==> src/sv/afp_pkg.sv <==
package afp_pkg;

  // Word sizes of the serial datapath.
  localparam int TICK_W   = 64;
  localparam int IV_W     = 32;
  localparam int DIV_W    = 40;
  localparam int CNT_W    = 6;
  localparam int SLOT_W   = 4;

  // Port payload widths.
  localparam int IN_DATA_W  = 136;
  localparam int IN_USER_W  = 1;
  localparam int OUT_DATA_W = 160;
  localparam int OUT_USER_W = 2;
  localparam int CFG_IDX_W  = 2;
  localparam int CFG_DATA_W = 32;

  // Output tdata field positions.
  localparam int SLOT_LSB   = 32;
  localparam int RATE_LSB   = 36;
  localparam int FRAMES_LSB = 52;
  localparam int IV_LSB     = 60;
  localparam int REL_LSB    = 92;

  // Phase lengths in cycles.
  localparam int MEASURE_LEN = 64;
  localparam int AVG_LEN     = 64;
  localparam int RATE_LEN    = 40;
  localparam int UPDATE_LEN  = 64;

  localparam int DELTA_SLOTS = 10;
  localparam logic [SLOT_W-1:0] LAST_SLOT = SLOT_W'(DELTA_SLOTS - 1);

  localparam logic [31:0] TICK_FREQ_RST = 32'd19200000;
  localparam logic [15:0] MARGIN_RST    = 16'd6000;
  localparam logic [7:0]  STEP_RST      = 8'd20;
  localparam logic [7:0]  LIMIT_RST     = 8'd200;

  localparam logic [7:0]  TARGET_MAX = 8'd60;
  localparam logic [16:0] ROUND_HALF = 17'd128;
  localparam logic [4:0]  DIV_TEN    = 5'd10;

  typedef enum logic [CFG_IDX_W-1:0] {
    REG_TICK_FREQ,
    REG_MARGIN,
    REG_STEP,
    REG_LIMIT
  } afp_reg_t;

  typedef enum logic [2:0] {
    ST_IDLE,
    ST_MEASURE,
    ST_AVG,
    ST_RATE,
    ST_UPDATE,
    ST_WRITE
  } afp_state_t;

  typedef enum logic [1:0] {
    OP_ADD,
    OP_SUB,
    OP_KEEP,
    OP_ZERO
  } afp_op_t;

  typedef struct packed {
    afp_state_t       state;
    logic [CNT_W-1:0] cnt;
    logic             last;
  } afp_ctl_t;

  // One bit of each serial operand, least significant first.
  typedef struct packed {
    logic arr;
    logic done;
    logic last_end;
    logic win_start;
    logic avg;
    logic pace;
    logic tfreq;
  } afp_bits_t;

endpackage

==> src/sv/afp_seq.sv <==
module afp_seq import afp_pkg::*; (
  input  logic     clk,
  input  logic     rst,
  input  logic     start,
  input  logic     out_free,
  output afp_ctl_t ctl
);

  afp_state_t       state;
  afp_state_t       state_next;
  logic [CNT_W-1:0] cnt;
  logic             last;

  always_comb begin
    state_next = state;
    case (state)
      ST_IDLE:    if (start) state_next = ST_MEASURE;
      ST_MEASURE: if (last) state_next = ST_AVG;
      ST_AVG:     if (last) state_next = ST_RATE;
      ST_RATE:    if (last) state_next = ST_UPDATE;
      ST_UPDATE:  if (last) state_next = ST_WRITE;
      ST_WRITE:   if (out_free) state_next = ST_IDLE;
      default:    state_next = ST_IDLE;
    endcase
  end

  always_comb begin
    case (state)
      ST_MEASURE: last = (cnt == CNT_W'(MEASURE_LEN - 1));
      ST_AVG:     last = (cnt == CNT_W'(AVG_LEN - 1));
      ST_RATE:    last = (cnt == CNT_W'(RATE_LEN - 1));
      ST_UPDATE:  last = (cnt == CNT_W'(UPDATE_LEN - 1));
      default:    last = 1'b0;
    endcase
    ctl.state = state;
    ctl.cnt   = cnt;
    ctl.last  = last;
  end

  always_ff @(posedge clk) begin
    if (rst) begin
      state <= ST_IDLE;
      cnt   <= '0;
    end else begin
      state <= state_next;
      if (last || state == ST_IDLE || state == ST_WRITE) begin
        cnt <= '0;
      end else begin
        cnt <= cnt + 1'b1;
      end
    end
  end

endmodule

==> src/sv/afp_front.sv <==
module afp_front import afp_pkg::*; (
  input  logic      clk,
  input  logic      clr,
  input  afp_ctl_t  ctl,
  input  afp_bits_t bits,
  output logic      delta_b,
  output logic      avg_q,
  output logic      lt_pace,
  output logic      past_window
);

  // Borrow flops of the serial subtractors.
  logic              bw_gap;
  logic              bw_held;
  logic              bw_delta;
  logic              bw_span;
  logic              bw_tf;
  // Carry and three-bit delay line of the 9*avg + delta adder.
  logic [1:0]        sc;
  logic [2:0]        adl;
  logic [TICK_W-1:0] s_sh;
  logic [3:0]        rem;

  logic       gap;
  logic       span;
  logic [2:0] ssum;
  logic [3:0] hi;
  logic [3:0] rem_cur;
  logic [4:0] trial;
  logic       ge;
  logic [3:0] rem_next;

  always_comb begin
    gap      = bits.arr ^ bits.last_end ^ bw_gap;
    delta_b  = bits.done ^ bits.last_end ^ bw_delta;
    span     = bits.done ^ bits.win_start ^ bw_span;
    ssum     = 3'(bits.avg) + 3'(adl[2]) + 3'(delta_b) + 3'(sc);
    // Bits 64..66 of 9*avg are the last three avg bits, plus the carry left over.
    hi       = {1'b0, adl[0], adl[1], adl[2]} + 4'(sc);
    rem_cur  = (ctl.cnt == '0) ? hi : rem;
    trial    = {rem_cur, s_sh[TICK_W-1]};
    ge       = (trial >= DIV_TEN);
    rem_next = ge ? 4'(trial - DIV_TEN) : trial[3:0];
  end

  assign avg_q       = ge;
  assign lt_pace     = bw_held;
  assign past_window = bw_tf;

  always_ff @(posedge clk) begin
    if (clr) begin
      bw_gap   <= 1'b0;
      bw_held  <= 1'b0;
      bw_delta <= 1'b0;
      bw_span  <= 1'b0;
      bw_tf    <= 1'b0;
      sc       <= '0;
      adl      <= '0;
    end else if (ctl.state == ST_MEASURE) begin
      bw_gap   <= (~bits.arr & bits.last_end) | (~(bits.arr ^ bits.last_end) & bw_gap);
      bw_held  <= (~gap & bits.pace) | (~(gap ^ bits.pace) & bw_held);
      bw_delta <= (~bits.done & bits.last_end) | (~(bits.done ^ bits.last_end) & bw_delta);
      bw_span  <= (~bits.done & bits.win_start) | (~(bits.done ^ bits.win_start) & bw_span);
      bw_tf    <= (~bits.tfreq & span) | (~(bits.tfreq ^ span) & bw_tf);
      sc       <= ssum[2:1];
      adl      <= {adl[1:0], bits.avg};
      s_sh     <= {ssum[0], s_sh[TICK_W-1:1]};
    end else if (ctl.state == ST_AVG) begin
      s_sh     <= {s_sh[TICK_W-2:0], 1'b0};
      rem      <= rem_next;
    end
  end

endmodule

==> src/sv/afp_div.sv <==
module afp_div import afp_pkg::*; (
  input  logic              clk,
  input  logic              load,
  input  logic              step,
  input  logic [DIV_W-1:0]  num,
  input  logic [TICK_W-1:0] den,
  output logic [DIV_W-1:0]  quo
);

  logic [DIV_W-1:0] num_sh;
  logic [DIV_W-1:0] rem;
  logic [DIV_W:0]   trial;
  logic             fits;
  logic             ge;

  // The partial remainder never exceeds the numerator prefix, so a divisor
  // above DIV_W+1 bits can never be subtracted.
  always_comb begin
    trial = {rem, num_sh[DIV_W-1]};
    fits  = ~|den[TICK_W-1:DIV_W+1];
    ge    = fits && (trial >= den[DIV_W:0]);
  end

  always_ff @(posedge clk) begin
    if (load) begin
      num_sh <= num;
      rem    <= '0;
      quo    <= '0;
    end else if (step) begin
      num_sh <= {num_sh[DIV_W-2:0], 1'b0};
      rem    <= ge ? DIV_W'(trial - den[DIV_W:0]) : trial[DIV_W-1:0];
      quo    <= {quo[DIV_W-2:0], ge};
    end
  end

endmodule

==> src/sv/afp_tail.sv <==
module afp_tail import afp_pkg::*; (
  input  logic              clk,
  input  afp_ctl_t          ctl,
  input  logic              prep,
  input  afp_op_t           mode,
  input  logic [IV_W-1:0]   opa,
  input  logic [IV_W-1:0]   opb,
  input  logic              done_b,
  output logic [IV_W-1:0]   interval,
  output logic [TICK_W-1:0] next_rel
);

  logic [IV_W-1:0] opa_sh;
  logic [IV_W-1:0] opb_sh;
  logic            cf;
  logic            cr;
  logic            lo;
  logic            a;
  logic            b;
  logic            r;
  logic            iv;
  logic            rb;
  logic            cf_next;

  always_comb begin
    lo = (ctl.cnt < CNT_W'(IV_W));
    a  = opa_sh[0];
    b  = (mode == OP_KEEP) ? 1'b0 : opb_sh[0];
    r  = a ^ b ^ cf;
    case (mode)
      OP_SUB:  cf_next = (~a & b) | (~(a ^ b) & cf);
      default: cf_next = (a & b) | (a & cf) | (b & cf);
    endcase
    iv = lo && (mode != OP_ZERO) && r;
    rb = done_b ^ iv ^ cr;
  end

  always_ff @(posedge clk) begin
    if (prep) begin
      opa_sh <= opa;
      opb_sh <= opb;
      cf     <= 1'b0;
      cr     <= 1'b0;
    end else if (ctl.state == ST_UPDATE) begin
      opa_sh   <= {1'b0, opa_sh[IV_W-1:1]};
      opb_sh   <= {1'b0, opb_sh[IV_W-1:1]};
      cf       <= cf_next;
      cr       <= (done_b & iv) | (done_b & cr) | (iv & cr);
      next_rel <= {rb, next_rel[TICK_W-1:1]};
      if (lo) begin
        interval <= {iv, interval[IV_W-1:1]};
      end
    end
  end

endmodule

==> src/sv/adaptive_frame_pacer.sv <==
// Adaptive frame pacer. Each input transfer is one frame-present event; each
// one yields exactly one output transfer with the frame length, its ring slot,
// the averaged frame rate in unsigned Q8.8, the one-second window report, the
// hold flag and the updated pacing interval with the release tick of the next
// frame. The block works on one event at a time: it accepts an event, then
// spends the measure phase on bit-serial measurement of the tick differences,
// the average phase dividing the new moving-average sum by ten one bit at a
// time, the rate phase on the one-bit-per-cycle rate division, the update
// phase updating the interval and the release tick serially, and then writes
// the result. The write, and with it the next transfer in, waits until the
// result of the event before has left the result register or leaves it in the
// same cycle. The result register lets the next event start while a result
// still waits. Configuration writes go straight to the registers and must
// only be made while the block is idle.
module adaptive_frame_pacer import afp_pkg::*; (
  input  logic                  clk,
  input  logic                  rst,
  // Input events.
  input  logic                  s_axis_tvalid,
  output logic                  s_axis_tready,
  // [63:0] arrival_tick, [127:64] present_done_tick, [135:128] target_fps
  input  logic [IN_DATA_W-1:0]  s_axis_tdata,
  // [0] delay_blocked
  input  logic [IN_USER_W-1:0]  s_axis_tuser,
  // Results.
  output logic                  m_axis_tvalid,
  input  logic                  m_axis_tready,
  // [31:0] frame_ticks, [35:32] delta_slot, [51:36] avg_rate_q8,
  // [59:52] frames_last_second, [91:60] interval_ticks,
  // [155:92] next_release_tick, [159:156] zero
  output logic [OUT_DATA_W-1:0] m_axis_tdata,
  // [0] frame_was_held, [1] second_done
  output logic [OUT_USER_W-1:0] m_axis_tuser,
  // Configuration writes.
  input  logic                  cfg_wen,
  input  logic [CFG_IDX_W-1:0]  cfg_idx,
  input  logic [CFG_DATA_W-1:0] cfg_data
);

  // Configuration registers.
  logic [31:0] tfreq;
  logic [15:0] margin;
  logic [7:0]  tstep;
  logic [7:0]  limit;

  // Pacer state.
  logic              started;
  logic [TICK_W-1:0] ws;
  logic [TICK_W-1:0] last_end;
  logic [TICK_W-1:0] avg;
  logic [7:0]        count;
  logic [7:0]        active_target;
  logic [IV_W-1:0]   pace;
  logic [SLOT_W-1:0] slot;
  logic [7:0]        adj;

  // Working registers of the event being processed.
  logic [TICK_W-1:0] arr_sh;
  logic [TICK_W-1:0] done_sh;
  logic [7:0]        target_r;
  logic              blocked_r;
  logic [IV_W-1:0]   pace_sh;
  logic [IV_W-1:0]   tf_sh;
  logic [IV_W-1:0]   ft_sh;

  // Result register.
  logic                  out_valid;
  logic [OUT_DATA_W-1:0] out_data;
  logic [OUT_USER_W-1:0] out_user;

  afp_ctl_t          ctl;
  afp_bits_t         bits;
  afp_op_t           mode;
  logic              start;
  logic              out_free;
  logic              commit;
  logic              prep;
  logic              delta_b;
  logic              avg_q;
  logic              lt_pace;
  logic              closed;
  logic [DIV_W-1:0]  reload_q;
  logic [DIV_W-1:0]  rate_q;
  logic [15:0]       rate;
  logic [15:0]       lock;
  logic              held;
  logic              up;
  logic              dn;
  logic              reload;
  logic              in_range;
  logic [IV_W-1:0]   opa;
  logic [IV_W-1:0]   opb;
  logic [IV_W-1:0]   interval;
  logic [TICK_W-1:0] next_rel;
  logic [7:0]        frames;

  assign start         = s_axis_tvalid && s_axis_tready;
  assign s_axis_tready = (ctl.state == ST_IDLE) && !rst;
  assign out_free      = !out_valid || m_axis_tready;
  assign commit        = (ctl.state == ST_WRITE) && out_free;
  assign prep          = (ctl.state == ST_RATE) && ctl.last;

  assign m_axis_tvalid = out_valid;
  assign m_axis_tdata  = out_data;
  assign m_axis_tuser  = out_user;

  afp_seq u_seq (
    .clk      (clk),
    .rst      (rst),
    .start    (start),
    .out_free (out_free),
    .ctl      (ctl)
  );

  // Serial operand bits, least significant first. Before the first frame the
  // window opens at the arrival tick of that frame.
  always_comb begin
    bits.arr       = arr_sh[0];
    bits.done      = done_sh[0];
    bits.last_end  = last_end[0];
    bits.win_start = started ? ws[0] : arr_sh[0];
    bits.avg       = avg[0];
    bits.pace      = pace_sh[0];
    bits.tfreq     = tf_sh[0];
  end

  afp_front u_front (
    .clk         (clk),
    .clr         (start),
    .ctl         (ctl),
    .bits        (bits),
    .delta_b     (delta_b),
    .avg_q       (avg_q),
    .lt_pace     (lt_pace),
    .past_window (closed)
  );

  // Ideal interval for a new target, computed while the event is measured.
  afp_div u_reload_div (
    .clk  (clk),
    .load (start),
    .step ((ctl.state == ST_MEASURE) && (ctl.cnt < CNT_W'(RATE_LEN))),
    .num  (DIV_W'(tfreq)),
    .den  (TICK_W'(target_r)),
    .quo  (reload_q)
  );

  // Rate in Q8.8 from the new average. A zero average makes every quotient bit
  // one, which lands on the saturation value.
  afp_div u_rate_div (
    .clk  (clk),
    .load (ctl.state == ST_AVG),
    .step (ctl.state == ST_RATE),
    .num  ({tfreq, 8'h00}),
    .den  (avg),
    .quo  (rate_q)
  );

  // Adaptive decision. A held frame whose rate beats the target stretches the
  // interval; one that only rounds up to the target shrinks it again.
  always_comb begin
    rate     = (|rate_q[DIV_W-1:16]) ? 16'hFFFF : rate_q[15:0];
    lock     = {active_target, 8'h00};
    held     = lt_pace && (|pace) && !blocked_r;
    up       = held && (rate > lock) && (adj < limit);
    dn       = held && (rate < lock) && ((17'(rate) + ROUND_HALF) >= 17'(lock)) && (adj != '0);
    reload   = (target_r != active_target);
    in_range = (target_r != '0) && (target_r < TARGET_MAX);
    opa      = (reload && in_range) ? reload_q[IV_W-1:0] : pace;
    opb      = reload ? IV_W'(margin) : IV_W'(tstep);
    if (reload) begin
      mode = in_range ? OP_SUB : OP_ZERO;
    end else if (up) begin
      mode = OP_ADD;
    end else if (dn) begin
      mode = OP_SUB;
    end else begin
      mode = OP_KEEP;
    end
    frames = closed ? count : 8'h00;
  end

  afp_tail u_tail (
    .clk      (clk),
    .ctl      (ctl),
    .prep     (prep),
    .mode     (mode),
    .opa      (opa),
    .opb      (opb),
    .done_b   (done_sh[0]),
    .interval (interval),
    .next_rel (next_rel)
  );

  always_ff @(posedge clk) begin
    if (rst) begin
      tfreq  <= TICK_FREQ_RST;
      margin <= MARGIN_RST;
      tstep  <= STEP_RST;
      limit  <= LIMIT_RST;
    end else if (cfg_wen) begin
      case (afp_reg_t'(cfg_idx))
        REG_TICK_FREQ: tfreq  <= cfg_data;
        REG_MARGIN:    margin <= cfg_data[15:0];
        REG_STEP:      tstep  <= cfg_data[7:0];
        REG_LIMIT:     limit  <= cfg_data[7:0];
        default:       tfreq  <= tfreq;
      endcase
    end
  end

  // Working shift registers. The done tick rotates twice over 64 bits, so it
  // is whole again when the result is written.
  always_ff @(posedge clk) begin
    if (start) begin
      arr_sh    <= s_axis_tdata[TICK_W-1:0];
      done_sh   <= s_axis_tdata[2*TICK_W-1:TICK_W];
      target_r  <= s_axis_tdata[2*TICK_W+7:2*TICK_W];
      blocked_r <= s_axis_tuser[0];
      pace_sh   <= pace;
      tf_sh     <= tfreq;
    end else if (ctl.state == ST_MEASURE) begin
      arr_sh  <= {1'b0, arr_sh[TICK_W-1:1]};
      done_sh <= {done_sh[0], done_sh[TICK_W-1:1]};
      pace_sh <= {1'b0, pace_sh[IV_W-1:1]};
      tf_sh   <= {1'b0, tf_sh[IV_W-1:1]};
      if (ctl.cnt < CNT_W'(IV_W)) begin
        ft_sh <= {delta_b, ft_sh[IV_W-1:1]};
      end
    end else if (ctl.state == ST_UPDATE) begin
      done_sh <= {done_sh[0], done_sh[TICK_W-1:1]};
    end
  end

  // Pacer state. The last end tick is replaced by the done tick bit by bit
  // while it is being read; the average is rebuilt from the divide-by-ten.
  always_ff @(posedge clk) begin
    if (rst) begin
      started       <= 1'b0;
      ws            <= '0;
      last_end      <= '0;
      avg           <= '0;
      count         <= '0;
      active_target <= '0;
      pace          <= '0;
      slot          <= '0;
      adj           <= '0;
    end else begin
      if (ctl.state == ST_MEASURE) begin
        last_end <= {done_sh[0], last_end[TICK_W-1:1]};
        ws       <= {bits.win_start, ws[TICK_W-1:1]};
        avg      <= {avg[0], avg[TICK_W-1:1]};
      end else if (ctl.state == ST_AVG) begin
        avg <= {avg[TICK_W-2:0], avg_q};
      end
      if (commit) begin
        started       <= 1'b1;
        active_target <= target_r;
        pace          <= interval;
        slot          <= (slot == LAST_SLOT) ? '0 : slot + 1'b1;
        if (closed) begin
          ws    <= done_sh;
          count <= '0;
        end else begin
          count <= count + 1'b1;
        end
        if (up) begin
          adj <= adj + 1'b1;
        end else if (dn) begin
          adj <= adj - 1'b1;
        end
      end
    end
  end

  always_ff @(posedge clk) begin
    if (rst) begin
      out_valid <= 1'b0;
    end else if (commit) begin
      out_valid <= 1'b1;
    end else if (m_axis_tready) begin
      out_valid <= 1'b0;
    end
  end

  always_ff @(posedge clk) begin
    if (commit) begin
      out_data <= {4'h0, next_rel, interval, frames, rate, slot, ft_sh};
      out_user <= {closed, held};
    end
  end

endmodule

==> config.mk <==
export PLATFORM = sky130hd
export DESIGN_NAME = adaptive_frame_pacer
export DESIGN_NICKNAME = d
export VERILOG_FILES = /design/src/sv/afp_pkg.sv /design/src/sv/afp_seq.sv /design/src/sv/afp_front.sv /design/src/sv/afp_div.sv /design/src/sv/afp_tail.sv /design/src/sv/adaptive_frame_pacer.sv
export SDC_FILE = /design/constraint.sdc
export NUM_CORES = 2
export LEC_CHECK = 0
export ABC_CLOCK_PERIOD_IN_PS = 17800
export BUFFER_PORTS_ARGS = -buffer_cell sky130_fd_sc_hd__buf_2
export CAP_MARGIN = 0
export CELL_PAD_IN_SITES_DETAIL_PLACEMENT = 0
export CELL_PAD_IN_SITES_GLOBAL_PLACEMENT = 1
export CORE_MARGIN = 2
export CORE_UTILIZATION = 53
export CTS_BUF_LIST = sky130_fd_sc_hd__clkbuf_8
export CTS_CLUSTER_DIAMETER = 60
export DETAILED_ROUTE_END_ITERATION = 16
export PLACE_DENSITY = 0.95
export SLEW_MARGIN = 5
export SYNTH_ARGS = -nofsm -noshare
export SYNTH_HDL_FRONTEND = slang
export SYNTH_SLANG_ARGS = --single-unit
==> constraint.sdc <==
create_clock -name clk -period 17.8 [get_ports clk]
set_clock_uncertainty 0.1 [all_clocks]
set_input_delay 1.78 -clock clk [delete_from_list [all_inputs] [get_ports clk]]
set_output_delay 1.78 -clock clk [all_outputs]
set_load 0.03 [all_outputs]
# ---- Yosys cells after proc, flatten, opt, wreduce, memory -nomap -nowiden
# Cells that the tools add are included.
dict set report word_totals {
  input_bits 176
  out_inout_bits 164
  ff_bits 1182
  word_cells 251
}
dict set report classes {
  n_lt_le_gt_ge 10
  n_addsub 13
  eq_ne 21
  bitwise 54
  n_reduce_logical 53
  n_mux 52
}
# cell count
set op_table {}
lappend op_table {{$mux W64} 12}
lappend op_table {{$mux W32} 11}
lappend op_table {{$mux W40} 4}
lappend op_table {{$ge A41 B41 Y1} 1}
lappend op_table {{$ge A41 B8 Y1} 1}
lappend op_table {{$sub A40 B40 Y40} 1}
lappend op_table {{$sub A40 B8 Y40} 1}
lappend op_table {{$mux W16} 2}
lappend op_table {{$reduce_or A32 Y1} 1}
lappend op_table {{$mux W8} 3}
lappend op_table {{$reduce_or A24 Y1} 1}
lappend op_table {{$reduce_or A23 Y1} 1}
lappend op_table {{$and A1 B1 Y1} 18}
lappend op_table {{$mux W3} 6}
lappend op_table {{$pmux W3 S6} 1}
lappend op_table {{$add A16 B8 Y17 const B} 1}
lappend op_table {{$ge A17 B16 Y1} 1}
lappend op_table {{$logic_and A1 B1 Y1} 17}
lappend op_table {{$add A8 B1 Y8 const B} 2}
lappend op_table {{$gt A16 B16 Y1} 1}
lappend op_table {{$lt A16 B16 Y1} 1}
lappend op_table {{$reduce_bool A8 Y1} 2}
lappend op_table {{$not A1 Y1} 14}
lappend op_table {{$reduce_and A2 Y1} 7}
lappend op_table {{other kinds (39)} 93}

# ---- Depth between registers and ports, before layout
dict set report logic_depth {
  ltp_word 17
  ltp_mapped 21
  ltp_nobuf 21
}

# ---- By module
# A second synthesis with hierarchy kept.
dict set report unflattened {
  cells_unflattened 5108
  hier_area_um2 53279.8
}
# module area_each_um2 cells_per_inst n_inst seq_area_each_um2
set by_module_without_submodules {}
lappend by_module_without_submodules {adaptive_frame_pacer 28404.7 2768 1 18107.4}
lappend by_module_without_submodules {{afp_div (u_reload_div)} 7505.9 847 1 2802.7}
lappend by_module_without_submodules {{afp_div (u_rate_div)} 7390.8 810 1 2802.7}
lappend by_module_without_submodules {afp_tail 5835.6 255 1 4844.6}
lappend by_module_without_submodules {afp_front 3619.7 362 1 2242.2}
lappend by_module_without_submodules {afp_seq 523.0 66 1 180.2}

# ---- Worst setup path after synthesis
# No wires, ideal clock.
dict set report synth_path {
  path_kind {input-to-reg}
  startpoint {input port m_axis_tready}
  endpoint {register out_data[0] (netlist: m_axis_tdata[0]), enable pin}
  t_required_ps 17116
  path_slack_ps 10330
  n_path_buf 1
  t_arrival_ps 6786
  stages 4
  setup_ps 584
  path_cell_list {nand2b_1 nand3_1 inv_2 buf_1}
}
dict set report synth_between {
  elab_chain_len 2
}
# item line
set synth_lines {}
lappend synth_lines {{start: declaration} adaptive_frame_pacer.sv:27} ;# input logic m_axis_tready,
lappend synth_lines {{$logic_or A1 B1 Y1} adaptive_frame_pacer.sv:99} ;# assign out_free = !out_valid || m_axis_tready;
lappend synth_lines {{$logic_and A1 B1 Y1} adaptive_frame_pacer.sv:100} ;# assign commit = (ctl.state == ST_WRITE) && out_free;
lappend synth_lines {{net commit} adaptive_frame_pacer.sv:76} ;# logic commit;
lappend synth_lines {{end signal: assignment} adaptive_frame_pacer.sv:288} ;# out_data <= {4'h0, next_rel, interval, frames, rate, slot, ft_sh};
lappend synth_lines {{end: declaration} adaptive_frame_pacer.sv:68} ;# logic [OUT_DATA_W-1:0] out_data;
# The timed path passes the listed nets, and every way through them passes these cells.
# A chain may end at the register's enable or synchronous reset.

# ---- Worst setup path after layout
dict set report layout_path {
  startpoint {register u_rate_div.quo[27]}
  endpoint {register adj[7]}
}
dict set report layout_between {
  elab_chain_len 8
  word_cells_on_any_way 14
  classes_between {1 x add/sub; 3 x order compare; 2 x mux; 8 x reduce/logical}
}
# item line
set layout_lines {}
lappend layout_lines {{start: declaration} afp_div.sv:7} ;# output logic [DIV_W-1:0] quo
lappend layout_lines {{start signal: assignment} afp_div.sv:32} ;# quo <= {quo[DIV_W-2:0], ge};
lappend layout_lines {{$reduce_or A24 Y1 (*)} adaptive_frame_pacer.sv:162} ;# rate = (|rate_q[DIV_W-1:16]) ? 16'hFFFF : rate_q[15:0];
lappend layout_lines {{$mux W16 (*)} adaptive_frame_pacer.sv:162}
lappend layout_lines {{net rate[11]} adaptive_frame_pacer.sv:84} ;# logic [15:0] rate;
lappend layout_lines {{$add A16 B8 Y17 / $lt A16 B16 Y1 (equally long branches)} adaptive_frame_pacer.sv:166} ;# dn = held && (rate < lock) && ((17'(rate) + ROUND_HALF) >= 17'(lock)) && (adj != '0);
lappend layout_lines {{$ge A17 B16 Y1 / $logic_and A1 B1 Y1 (equally long branches)} adaptive_frame_pacer.sv:166}
lappend layout_lines {{$logic_and A1 B1 Y1 (2 in a row)} adaptive_frame_pacer.sv:166}
lappend layout_lines {{$reduce_bool A2 Y1 (no line)} -}
lappend layout_lines {{$reduce_and A2 Y1 (no line)} -}
lappend layout_lines {{end signal: assignment} adaptive_frame_pacer.sv:268} ;# adj <= adj + 1'b1;
lappend layout_lines {{end signal: assignment} adaptive_frame_pacer.sv:270} ;# adj <= adj - 1'b1;
lappend layout_lines {{end: declaration} adaptive_frame_pacer.sv:55} ;# logic [7:0] adj;
# Mark *: on every way through the listed nets, which the timed path passes. The rest lies on a longest branch.

==> flow_metrics.tcl <==
set metrics [dict create \
    wl_per_cell_um 16.9 \
    timing.setup.tns_ps 0 \
    worst_slew_pin_slew_ps 1170 \
    clockRootBuffer "clkbuf_8" \
    finalWirelength_um 107000 \
    cap_viol_max_count 0 \
    postCtsSetupRepairBufs 0 \
    path_class "flip-flop to flip-flop" \
    final.period_utilization 0.320 \
    r2r_slack_ps 12100 \
    gp_congestion 0.848 \
    synth-simple-area-share 0.178 \
    nFillCells 7392 \
    slew_violations 0 \
    portBuffers 335 \
    yosys.area.top_type_share 0.415 \
    end_kind "flip-flop" \
    vdd_ir_drop_max_uv 85.3 \
    slew_headroom 0.219 \
    ys_types 81 \
    drtIter0Drc 2784 \
    hold_class "flip-flop to flip-flop" \
    core-area_sq_mm 0.0901 \
    place_area_sq_mm 0.0508 \
    synth_flop_cell "edfxtp_1" \
    rr_worst_depth 21 \
    hold_path_depth 2 \
    htreeDepth 4 \
    clk_pin_slew_ps 60 \
    synth-compound-area-share 0.103 \
    fin_util 0.607 \
    post-route-cell-area_sq_mm 0.0547 \
    path_max_fanout 18 \
    dpl.hpwl_um 66200 \
    period_needed_ps 5700 \
    place_ws_ps 11560 \
    post-place-cells 5960 \
    synth_area_leader_cell "edfxtp_1" \
    grt_pass1_vias 33576 \
    antenna_found_initial 5 \
    synth_common_cells "nand2_1 (1595), edfxtp_1 (667), dfxtp_1 (499), a21oi_1 (276), clkbuf_1 (249)" \
    synthMuxAreaShare 0.0201 \
    avgSynthCellArea_sq_um 10.3 \
    rsz0062_at_grt "no" \
    die_w_um 306 \
    post_cts_resized 0 \
    die_h_um 306 \
    num_vias 34509 \
    synth_area_sq_mm 0.0483 \
    clk_latency_ps 850 \
    synth_fa_ha_area_frac 0.0271 \
    rr_startpoint "u_rate_div.quo[27]" \
    top_level_ports 340 \
    setup_slack_ps 12100 \
    setup_viol_count_final 0 \
    power-per-cell-area_mw_per_mm2 112 \
    grt_overflow 0 \
    area_delta_synth_final_pct 13.3 \
    status "completed" \
    hold_viol 0 \
    critical_path_required_ps 18420 \
    num_rows 110 \
    postSynthCellCount 4691 \
    dieArea_sq_mm 0.0936 \
    drive_gt1_frac 0.142 \
    ys_ff_latch 1166 \
    leakage_nw 21.8 \
    timing.fmax_mhz 175 \
    synth.most_common_cell "nand2_1" \
    synth_area_leaders "edfxtp_1 (41%), dfxtp_1 (21%), nand2_1 (12%)" \
    cts_buffer_depth 3 \
    clock_sinks 1166 \
    cts-hold-fix-buffers 0 \
    synthXorXnorAreaFrac 0.0196 \
    cts_buffers 185 \
    grt.total_usage 0.226 \
    seq_area_frac_synth 0.621 \
    worstPathArrival_ps 6330 \
    fin_total_pwr_mw 6.11 \
    grt_pass1_wl_um 172000 \
    r2r-end "adj[7]" \
    ys.warnings.count 0 \
    fin_cells 6314 \
    drc 0 \
    hp-start "last_end[2]" \
    fin_nets 5245 \
    synth-async-reset-ratio 0 \
    synth_top_family_by_area "simple AND/OR/NAND/NOR gates" \
    hold_end "last_end[1]" \
    drt_first_pass_iters 5 \
    start_util 0.536 \
    cts_tree "yes" \
    whs_ps 340 \
    vias_per_cell 5.47 \
    synth_edf_count 667 \
    ant_nets 0 \
    grt_max_degree 217 \
    start_kind "flip-flop" \
]
cells in the final DEF (no fill, tap or decap), drive strengths merged, types with 64 or more instances in the layout:
cell type / count
inv: 174
o21ai: 158
a21oi: 277
nand2: 1595
clkbuf: 222
buf: 369
a22oi: 64
dfxtp: 499
nand3: 89
a311oi: 64
edfxtp: 667
nor2: 151
ha: 87
sequential cells by signal (all words and copies together) (netlist names), 16 cells and up:
signal and count:
m_axis_tdata 156, arr_sh 64, avg 64, done_sh 64, last_end 64, u_front.s_sh 64, u_tail.next_rel 64, ws 64
u_rate_div.quo 40, u_rate_div.rem 40, u_reload_div.num_sh 40, u_reload_div.rem 40, ft_sh 32, pace 32, pace_sh 32, tf_sh 32
tfreq 32, u_rate_div.num_sh 32, u_reload_div.quo 32, u_tail.interval 32, u_tail.opa_sh 32, margin 16, u_tail.opb_sh 16
layer usage:
layer | track usage | up-vias | wire, um
met2 | 0.369 | 996 | 49900
met3 | 0.0471 | 205 | 6840
met4 | 0.0861 | 0 | 3210
li1 | - | 16886 | -
met1 | 0.296 | 16422 | 46700
met5 | 0 | - | 0
report_power, final:
| part | internal, mW | switching [mW] |
|---|---|---|
| sequential | 2.98 | 0.0863 |
| clock | 1.28 | 1.09 |
| combinational | 0.253 | 0.423 |
worst max path at each step:
| stage | slack, ps | from | cells past startpoint | endpoint |
|---|---|---|---|---|
| 3_3_place_gp | 11690 | m_axis_tready | 6 | m_axis_tdata[60] |
| 5_1_grt | 11630 | u_rate_div.quo[28] | 21 | adj[7] |
| 4_1_cts | 12050 | u_rate_div.quo[27] | 21 | adj[7] |
| 3_5_place_dp | 11560 | m_axis_tready | 6 | m_axis_tdata[62] |
| 6_report | 12100 | u_rate_div.quo[27] | 21 | adj[7] |
| 2_1_floorplan | 10330 | m_axis_tready | 4 | m_axis_tdata[0] |
layout make-up:
cell class / instances / area, sq um / area share
Inverter: 105 / 407 / 0.00743
Timing Repair Buffer: 369 / 1970 / 0.0359
Antenna cell: 3 / 7.51 / 0.000137
Tap cell: 1176 / 1470 / 0.0269
Multi-Input combinational cell: 3144 / 16900 / 0.309
Sequential cell: 1166 / 30000 / 0.549
Clock inverter: 129 / 866 / 0.0158
Clock buffer: 222 / 3060 / 0.0558
cells by family after synthesis:
logic type / Yosys count
AND/OR/NAND/NOR: 2067
multiplexers: 93
AO/OA/AOI/OAI: 774
buffers and inverters: 384
other: 1
XOR/XNOR: 108
flip-flops: 1166
adder cells (fa/ha/maj): 98
worst max-delay path, cell delays in order (launching register included):
cell and delay (ps):
dfxtp_1 320, nor4_1 310, nand4_1 530, or2_2 520, nor2_1 180, inv_1 110
ha_1 310, a21o_1 180, a21o_1 170, a21o_1 170, a21o_1 180, a221oi_2 340
a211o_1 410, ha_1 310, a21o_1 170, a21oi_1 220, o21bai_1 90, a21oi_1 210
o21ai_0 170, mux2i_1 140, nand2_1 100, mux2_2 340
No activity file was read; power rests on OpenSTA's default activity.
